==> config.mk <==
export PLATFORM = sky130hd
export DESIGN_NAME = utf8_to_utf16_decoder_unit
export DESIGN_NICKNAME = d
export VERILOG_FILES = /design/src/rtl/core/u8u16_pkg.sv /design/src/rtl/core/u8u16_front.sv /design/src/rtl/core/u8u16_queue.sv /design/src/rtl/core/u8u16_back.sv /design/src/rtl/core/utf8_to_utf16_decoder_unit.sv
export SDC_FILE = /design/constraint.sdc
export NUM_CORES = 1
export LEC_CHECK = 0
export ABC_AREA = 1
export CAP_MARGIN = 20
export CORE_MARGIN = 3
export CORE_UTILIZATION = 55
export CTS_CLUSTER_SIZE = 28
export DETAILED_ROUTE_END_ITERATION = 10
export DONT_BUFFER_PORTS = 1
export GPL_TIMING_DRIVEN = 0
export PLACE_DENSITY = 0.7
export SETUP_SLACK_MARGIN = 0.05
export SLEW_MARGIN = 10
export SYNTH_ARGS = -nofsm -noshare
export SYNTH_HDL_FRONTEND = slang
export SYNTH_HIERARCHICAL = 1
export SYNTH_SLANG_ARGS = --single-unit
==> constraint.sdc <==
create_clock -name clk -period 5.1 [get_ports clk]
set_input_delay 0.51 -clock clk [delete_from_list [all_inputs] [get_ports clk]]
set_output_delay 0.51 -clock clk [all_outputs]
set_load 0.1 [all_outputs]
==> src/rtl/core/u8u16_pkg.sv <==
// ----------------------------------------------------------------------------
// u8u16_pkg: shared types and constants of the UTF-8 to UTF-16 decoder
// Holds the command format passed from the byte decoder to the unit emitter.
// ----------------------------------------------------------------------------
`default_nettype none

package u8u16_pkg;

    localparam int CODE_W = 21;
    localparam int UNIT_W = 16;
    localparam int BYTE_W = 8;

    localparam logic [CODE_W-1:0] MAX_CODE  = 21'h10FFFF;
    localparam logic [CODE_W-1:0] BMP_MAX   = 21'h00FFFF;
    localparam logic [CODE_W-1:0] SURR_LO   = 21'h00D800;
    localparam logic [CODE_W-1:0] SURR_HI   = 21'h00DFFF;
    localparam logic [CODE_W-1:0] SUPP_BASE = 21'h010000;

    // Top six bits of the high and low surrogate units.
    localparam logic [5:0] HI_SURR_TAG = 6'b110110;
    localparam logic [5:0] LO_SURR_TAG = 6'b110111;

    typedef enum logic [1:0] {
        CMD_UNIT,
        CMD_PAIR,
        CMD_ERROR
    } cmd_kind_t;

    typedef struct packed {
        cmd_kind_t         kind;
        logic [CODE_W-1:0] code;
        logic              fin;
    } cmd_t;

endpackage

`default_nettype wire

==> src/rtl/core/u8u16_front.sv <==
// ----------------------------------------------------------------------------
// u8u16_front: byte decoder
// Tracks the open sequence, gathers code point bits and issues one command
// per byte that produces output.
// ----------------------------------------------------------------------------
`default_nettype none

module u8u16_front (
    input  wire logic                         clk,
    input  wire logic                         rst_n,
    input  wire logic                         accept,
    input  wire logic [u8u16_pkg::BYTE_W-1:0] data_byte,
    input  wire logic                         final_byte,
    output u8u16_pkg::cmd_t                   cmd,
    output logic                              push
);

    logic [u8u16_pkg::CODE_W-1:0] part_reg, part_next;
    logic [1:0]                   left_reg, left_next;
    logic                         discard_reg, discard_next;

    logic                         do_finish;
    logic                         do_err;
    logic [u8u16_pkg::CODE_W-1:0] finish_cp;
    logic [u8u16_pkg::CODE_W-1:0] shifted;
    logic                         bad_code;

    assign shifted = {part_reg[u8u16_pkg::CODE_W-7:0], data_byte[5:0]};

    // First pass: classify the byte against the sequence state.
    always_comb
    begin
        do_finish    = 1'b0;
        do_err       = 1'b0;
        finish_cp    = shifted;
        part_next    = part_reg;
        left_next    = left_reg;
        discard_next = discard_reg;
        if (discard_reg)
        begin
            if (final_byte)
            begin
                discard_next = 1'b0;
                part_next    = '0;
                left_next    = 2'd0;
            end
        end
        else if (left_reg == 2'd0)
        begin
            if (data_byte[7] == 1'b0)
            begin
                do_finish = 1'b1;
                finish_cp = {{(u8u16_pkg::CODE_W-u8u16_pkg::BYTE_W){1'b0}}, data_byte};
            end
            else if (data_byte[7:5] == 3'b110)
            begin
                part_next = {{(u8u16_pkg::CODE_W-5){1'b0}}, data_byte[4:0]};
                left_next = 2'd1;
                do_err    = final_byte;
            end
            else if (data_byte[7:4] == 4'b1110)
            begin
                part_next = {{(u8u16_pkg::CODE_W-4){1'b0}}, data_byte[3:0]};
                left_next = 2'd2;
                do_err    = final_byte;
            end
            else if (data_byte[7:3] == 5'b11110)
            begin
                part_next = {{(u8u16_pkg::CODE_W-3){1'b0}}, data_byte[2:0]};
                left_next = 2'd3;
                do_err    = final_byte;
            end
            else
            begin
                do_err = 1'b1;
            end
        end
        else if (data_byte[7:6] != 2'b10)
        begin
            do_err = 1'b1;
        end
        else
        begin
            part_next = shifted;
            left_next = left_reg - 2'd1;
            if (left_reg == 2'd1)
            begin
                do_finish = 1'b1;
            end
            else
            begin
                do_err = final_byte;
            end
        end
    end

    assign bad_code = (finish_cp > u8u16_pkg::MAX_CODE) ||
                      ((finish_cp >= u8u16_pkg::SURR_LO) && (finish_cp <= u8u16_pkg::SURR_HI));

    // Second pass: turn the classification into a command and a state update.
    always_comb
    begin
        cmd.kind = u8u16_pkg::CMD_ERROR;
        cmd.code = finish_cp;
        cmd.fin  = final_byte;
        push     = 1'b0;
        if (do_err || (do_finish && bad_code))
        begin
            push = accept;
        end
        else if (do_finish)
        begin
            push     = accept;
            cmd.kind = (finish_cp <= u8u16_pkg::BMP_MAX) ? u8u16_pkg::CMD_UNIT
                                                         : u8u16_pkg::CMD_PAIR;
        end
    end

    always_ff @(posedge clk or negedge rst_n)
    begin
        if (!rst_n)
        begin
            part_reg    <= '0;
            left_reg    <= 2'd0;
            discard_reg <= 1'b0;
        end
        else if (accept)
        begin
            if (do_err || (do_finish && bad_code))
            begin
                part_reg    <= '0;
                left_reg    <= 2'd0;
                discard_reg <= !final_byte;
            end
            else if (do_finish)
            begin
                part_reg    <= '0;
                left_reg    <= 2'd0;
                discard_reg <= discard_next;
            end
            else
            begin
                part_reg    <= part_next;
                left_reg    <= left_next;
                discard_reg <= discard_next;
            end
        end
    end

endmodule

`default_nettype wire

==> src/rtl/core/u8u16_queue.sv <==
// ----------------------------------------------------------------------------
// u8u16_queue: command queue
// Small register FIFO that decouples the byte decoder from the emitter.
// ----------------------------------------------------------------------------
`default_nettype none

module u8u16_queue #(
    parameter int DEPTH = 4
) (
    input  wire logic            clk,
    input  wire logic            rst_n,
    input  wire logic            push,
    input  wire u8u16_pkg::cmd_t push_cmd,
    input  wire logic            pop,
    output u8u16_pkg::cmd_t      head_cmd,
    output logic                 not_empty,
    output logic                 not_full
);

    localparam int PTR_W = (DEPTH > 1) ? $clog2(DEPTH) : 1;
    localparam int CNT_W = $clog2(DEPTH + 1);

    u8u16_pkg::cmd_t  entry_reg [DEPTH];
    logic [PTR_W-1:0] wr_ptr_reg, wr_ptr_next;
    logic [PTR_W-1:0] rd_ptr_reg, rd_ptr_next;
    logic [CNT_W-1:0] count_reg, count_next;
    logic             do_push;
    logic             do_pop;

    assign not_empty = (count_reg != '0);
    assign not_full  = (count_reg != CNT_W'(DEPTH));
    assign do_push   = push && not_full;
    assign do_pop    = pop && not_empty;
    assign head_cmd  = entry_reg[rd_ptr_reg];

    always_comb
    begin
        wr_ptr_next = wr_ptr_reg;
        rd_ptr_next = rd_ptr_reg;
        count_next  = count_reg;
        if (do_push)
        begin
            wr_ptr_next = (wr_ptr_reg == PTR_W'(DEPTH - 1)) ? '0 : wr_ptr_reg + PTR_W'(1);
        end
        if (do_pop)
        begin
            rd_ptr_next = (rd_ptr_reg == PTR_W'(DEPTH - 1)) ? '0 : rd_ptr_reg + PTR_W'(1);
        end
        if (do_push && !do_pop)
        begin
            count_next = count_reg + CNT_W'(1);
        end
        else if (do_pop && !do_push)
        begin
            count_next = count_reg - CNT_W'(1);
        end
    end

    always_ff @(posedge clk)
    begin
        if (do_push)
        begin
            entry_reg[wr_ptr_reg] <= push_cmd;
        end
    end

    always_ff @(posedge clk or negedge rst_n)
    begin
        if (!rst_n)
        begin
            wr_ptr_reg <= '0;
            rd_ptr_reg <= '0;
            count_reg  <= '0;
        end
        else
        begin
            wr_ptr_reg <= wr_ptr_next;
            rd_ptr_reg <= rd_ptr_next;
            count_reg  <= count_next;
        end
    end

endmodule

`default_nettype wire

==> src/rtl/core/u8u16_back.sv <==
// ----------------------------------------------------------------------------
// u8u16_back: unit emitter
// Turns each command into one or two result beats held in an output register.
// ----------------------------------------------------------------------------
`default_nettype none

module u8u16_back (
    input  wire logic                         clk,
    input  wire logic                         rst_n,
    input  wire u8u16_pkg::cmd_t              head_cmd,
    input  wire logic                         head_valid,
    output logic                              pop,
    output logic                              out_valid,
    input  wire logic                         out_ready,
    output logic [u8u16_pkg::UNIT_W-1:0]      code_unit,
    output logic                              is_error,
    output logic                              run_last,
    output logic                              string_done
);

    logic                         out_valid_reg;
    logic                         half_reg, half_next;
    logic [u8u16_pkg::UNIT_W-1:0] unit_reg, unit_next;
    logic                         err_reg, err_next;
    logic                         last_reg, last_next;
    logic                         done_reg;
    logic                         load;
    logic [u8u16_pkg::CODE_W-1:0] offset;

    assign load   = head_valid && (!out_valid_reg || out_ready);
    assign offset = head_cmd.code - u8u16_pkg::SUPP_BASE;

    always_comb
    begin
        unit_next = '0;
        err_next  = 1'b0;
        last_next = 1'b1;
        half_next = half_reg;
        pop       = 1'b0;
        unique case (head_cmd.kind)
            u8u16_pkg::CMD_UNIT:
            begin
                unit_next = head_cmd.code[u8u16_pkg::UNIT_W-1:0];
                pop       = load;
            end
            u8u16_pkg::CMD_PAIR:
            begin
                if (half_reg)
                begin
                    unit_next = {u8u16_pkg::LO_SURR_TAG, head_cmd.code[9:0]};
                    pop       = load;
                    half_next = !load;
                end
                else
                begin
                    unit_next = {u8u16_pkg::HI_SURR_TAG, offset[19:10]};
                    last_next = 1'b0;
                    half_next = load;
                end
            end
            default:
            begin
                err_next = 1'b1;
                pop      = load;
            end
        endcase
    end

    always_ff @(posedge clk or negedge rst_n)
    begin
        if (!rst_n)
        begin
            out_valid_reg <= 1'b0;
            half_reg      <= 1'b0;
        end
        else
        begin
            half_reg <= half_next;
            if (load)
            begin
                out_valid_reg <= 1'b1;
            end
            else if (out_ready)
            begin
                out_valid_reg <= 1'b0;
            end
        end
    end

    always_ff @(posedge clk)
    begin
        if (load)
        begin
            unit_reg <= unit_next;
            err_reg  <= err_next;
            last_reg <= last_next;
            done_reg <= head_cmd.fin;
        end
    end

    assign out_valid   = out_valid_reg;
    assign code_unit   = unit_reg;
    assign is_error    = err_reg;
    assign run_last    = last_reg;
    assign string_done = done_reg;

endmodule

`default_nettype wire

==> src/rtl/core/utf8_to_utf16_decoder_unit.sv <==
// ----------------------------------------------------------------------------
// utf8_to_utf16_decoder_unit: UTF-8 to UTF-16 decoder, top level
// A byte that ends a code point is written into the queue and then loaded
// into the output register; a pair fills two beats, high surrogate first.
// Throughput: one byte per cycle while the queue has room and one result beat
// per cycle while out_ready is high, set by the emitter's one output register.
// Reset: rst_n clears the sequence state, the queue and the output valid.
// ----------------------------------------------------------------------------
`default_nettype none

// The byte decoder updates the sequence state on every accepted beat and
// pushes a command whenever the byte completes a code point or detects an
// error. Bytes that only extend a sequence, and bytes dropped after an error,
// push nothing. The queue lets the decoder keep taking bytes while the emitter
// is stalled on the output or busy with the second half of a surrogate pair.
module utf8_to_utf16_decoder_unit #(
    parameter int QUEUE_DEPTH = 4
) (
    input  wire logic        clk,
    input  wire logic        rst_n,
    input  wire logic        in_valid,
    output logic             in_ready,
    input  wire logic [7:0]  data_byte,
    input  wire logic        final_byte,
    output logic             out_valid,
    input  wire logic        out_ready,
    output logic [15:0]      code_unit,
    output logic             is_error,
    output logic             run_last,
    output logic             string_done
);

    u8u16_pkg::cmd_t push_cmd;
    u8u16_pkg::cmd_t head_cmd;
    logic            push;
    logic            pop;
    logic            not_empty;
    logic            not_full;
    logic            accept;

    // A byte is taken only when the queue has room for the command it might
    // produce, so no command is ever lost.
    assign in_ready = not_full;
    assign accept   = in_valid && not_full;

    u8u16_front u_front (
        .clk        (clk),
        .rst_n      (rst_n),
        .accept     (accept),
        .data_byte  (data_byte),
        .final_byte (final_byte),
        .cmd        (push_cmd),
        .push       (push)
    );

    u8u16_queue #(
        .DEPTH (QUEUE_DEPTH)
    ) u_queue (
        .clk       (clk),
        .rst_n     (rst_n),
        .push      (push),
        .push_cmd  (push_cmd),
        .pop       (pop),
        .head_cmd  (head_cmd),
        .not_empty (not_empty),
        .not_full  (not_full)
    );

    // The emitter pops a command once its last result beat is loaded into the
    // output register.
    u8u16_back u_back (
        .clk         (clk),
        .rst_n       (rst_n),
        .head_cmd    (head_cmd),
        .head_valid  (not_empty),
        .pop         (pop),
        .out_valid   (out_valid),
        .out_ready   (out_ready),
        .code_unit   (code_unit),
        .is_error    (is_error),
        .run_last    (run_last),
        .string_done (string_done)
    );

endmodule

`default_nettype wire
==> results.sh <==
export IMPL_ant_nets=0
export IMPL_vdd_drop_max_uv=457
export IMPL_routed_wl_um=13600
export IMPL_place_inst=715
export IMPL_drc_errors=0
export IMPL_synthCells=570
export IMPL_total_power_mw=5.10
export IMPL_tritoncts="built"
export IMPL_area_delta_synth_final_pct=13.7
export IMPL_setup_violations=0
export IMPL_max_cap_viol_count=0
export IMPL_grtUsageTotal=0.228
export IMPL_final_area_um2=7210
export IMPL_dieArea_um2=12900
export IMPL_coreArea_um2=11100
export IMPL_placed_cell_area_um2=6620
export IMPL_cts_resized_gates=0
export IMPL_grt_pass1_wl_um=21900
export IMPL_root_buffer="clkbuf_16"
export IMPL_end_kind="flip-flop"
export IMPL_nFillCells=818
export IMPL_crit_fanout=7
export IMPL_relSlewSlack=0.368
export IMPL_numCtsBuffers=17
export IMPL_r2r_slack_ns=1.90
export IMPL_viasPerCell=5.51
export IMPL_finalCritPeriodShare=0.627
export IMPL_path_clk_slew_ns=0.05
export IMPL_leakage_nw=3.03
export IMPL_dr_pass1_iters=4
export IMPL_largest_register_ffs=92
export IMPL_finalHoldViolCount=0
export IMPL_whs_endpoint="u_front/discard_reg"
export IMPL_multi_input_area_um2=1760
export IMPL_power_density_nw_per_um2=707
export IMPL_io_pins=34
export IMPL_cts_sinks=138
export IMPL_min_period_ns=3.20
export IMPL_initial_core_util=0.573
export IMPL_worstSkewPairLatency_ns=0.42
export IMPL_crit_required_ns=5.40
export IMPL_cts_buffer_depth=2
export IMPL_hold_path_class="in -> reg"
export IMPL_fin_nets=618
export IMPL_outcome="completed"
export IMPL_place_hpwl_um=9530
export IMPL_htreeDepth=4
export IMPL_drive_above_1_share=0.189
export IMPL_synthesis_nets=592
export IMPL_yosysWarnings=6
export IMPL_crit_arrival_ns=3.50
export IMPL_portBuffers=0
export IMPL_post_cts_buffers=0
export IMPL_skew_ns=0.00653
export IMPL_dr_first_iter_drc_count=427
export IMPL_regArea_um2=4010
export IMPL_holdPathStages=3
export IMPL_worst_pin_slew_ns=0.948
export IMPL_timing_hold_ws_ns=0.243
export IMPL_slew_viol_final=0
export IMPL_final_setup_tns_ns=0
export IMPL_max_freq_ghz=0.313
export IMPL_overflow=0
export IMPL_die_h_um=113
export IMPL_syn_avg_cell_area_um2=11.1
export IMPL_grt_pass1_vias=4244
export IMPL_critPathKind="reg -> reg"
export IMPL_via_count=4127
export IMPL_critPathLaunchType="flip-flop"
export IMPL_diodes=0
export IMPL_worst_r2r_cell_count=16
export IMPL_die_w_um=113
export IMPL_rsz0062_at_grt="no"
export IMPL_rows=38
export IMPL_min_delay_start="final_byte"
export IMPL_avgRoutedWirePerCell_um=18.2
export IMPL_r2r_end="u_queue/count_reg[2]"
export IMPL_regToRegStartpoint="u_queue/count_reg[0]"
export IMPL_antenna_found_initial=0
export IMPL_synthesis_area_um2=6340
export IMPL_final_cells=749
export IMPL_grt_start_max_net_pins=28
export IMPL_finalWeightedCongestion=0.827
-- placed cells by master (no fill, tap or decap), types with 5 or more instances in the layout --
cell type	instances
nand2_1	116
edfxtp_1	111
inv_1	96
o211ai_1	28
dfrtp_1	27
nor2_1	26
nand3_1	20
o211ai_2	18
clkbuf_16	17
nand4_1	15
o21ai_0	14
buf_2	13
o21ai_1	10
buf_6	9
o21ai_2	9
nand2_2	9
ha_1	8
buf_4	7
clkbuf_1	6
clkinv_1	5
clkinv_2	5
nor2_2	5
-- how the worst max path moves through the flow --
stage	from	to	slack (ns)	depth (start not counted)
6_report	u_queue/count_reg[0]	u_queue/count_reg[2]	1.90	16
5_1_grt	u_queue/count_reg[0]	u_queue/count_reg[2]	1.63	16
4_1_cts	u_queue/count_reg[0]	u_queue/count_reg[2]	1.92	16
3_5_place_dp	u_queue/count_reg[0]	u_queue/count_reg[2]	1.94	16
3_3_place_gp	u_queue/count_reg[0]	u_queue/entry_reg[1][1]	0.65	7
2_1_floorplan	u_back/out_valid	u_queue/count_reg[1]	1.66	10
-- layout make-up --
class	instances	share of cell area
plain buffers	31	0.0304
flip-flops and latches	138	0.556
multi-input cells	300	0.244
repair buffers	7	0.0142
well taps	140	0.0243
inverters	101	0.0526
clock inverters	12	0.0180
clock buffers	20	0.0605
-- critical path: stages, from the launching register on --
cell,delay (ns)
dfrtp_1,0.41
inv_1,0.08
nand3_1,0.30
buf_16,0.22
buf_1,0.10
nand2_1,0.05
inv_1,0.09
a21boi_0,0.35
nand2_1,0.33
inv_1,0.17
ha_1,0.18
inv_1,0.06
fa_1,0.40
nand2_1,0.12
nand3_1,0.10
nand2_1,0.06
nand2_1,0.05
-- per-layer routing --
layer,up-vias,wire length [um],global-route usage
met5,-,0,0
met4,0,265,0.0913
met2,133,6950,0.386
met1,2006,5660,0.280
met3,18,750,0.0621
li1,1970,-,-
-- power breakdown --
| group | switching (mW) | total, mW | internal [mW] |
|---|---|---|---|
| logic | 1.12 | 1.66 | 0.539 |
| registers | 0.677 | 2.25 | 1.58 |
| clock network | 0.433 | 1.19 | 0.756 |
-- stage by stage --
step           utilization  setup slack (ns)
2_1_floorplan            -              1.66
3_3_place_gp         0.589             0.647
3_5_place_dp         0.597              1.94
4_1_cts              0.651              1.92
5_1_grt              0.651              1.63
6_report             0.651              1.90
-- what timing repair did --
item	CTS	global route
hold buffers	2	0
hold endpoints to repair	27	0
endpoints found under the setup margin	0	0
Power figures use the tool's default switching activity.
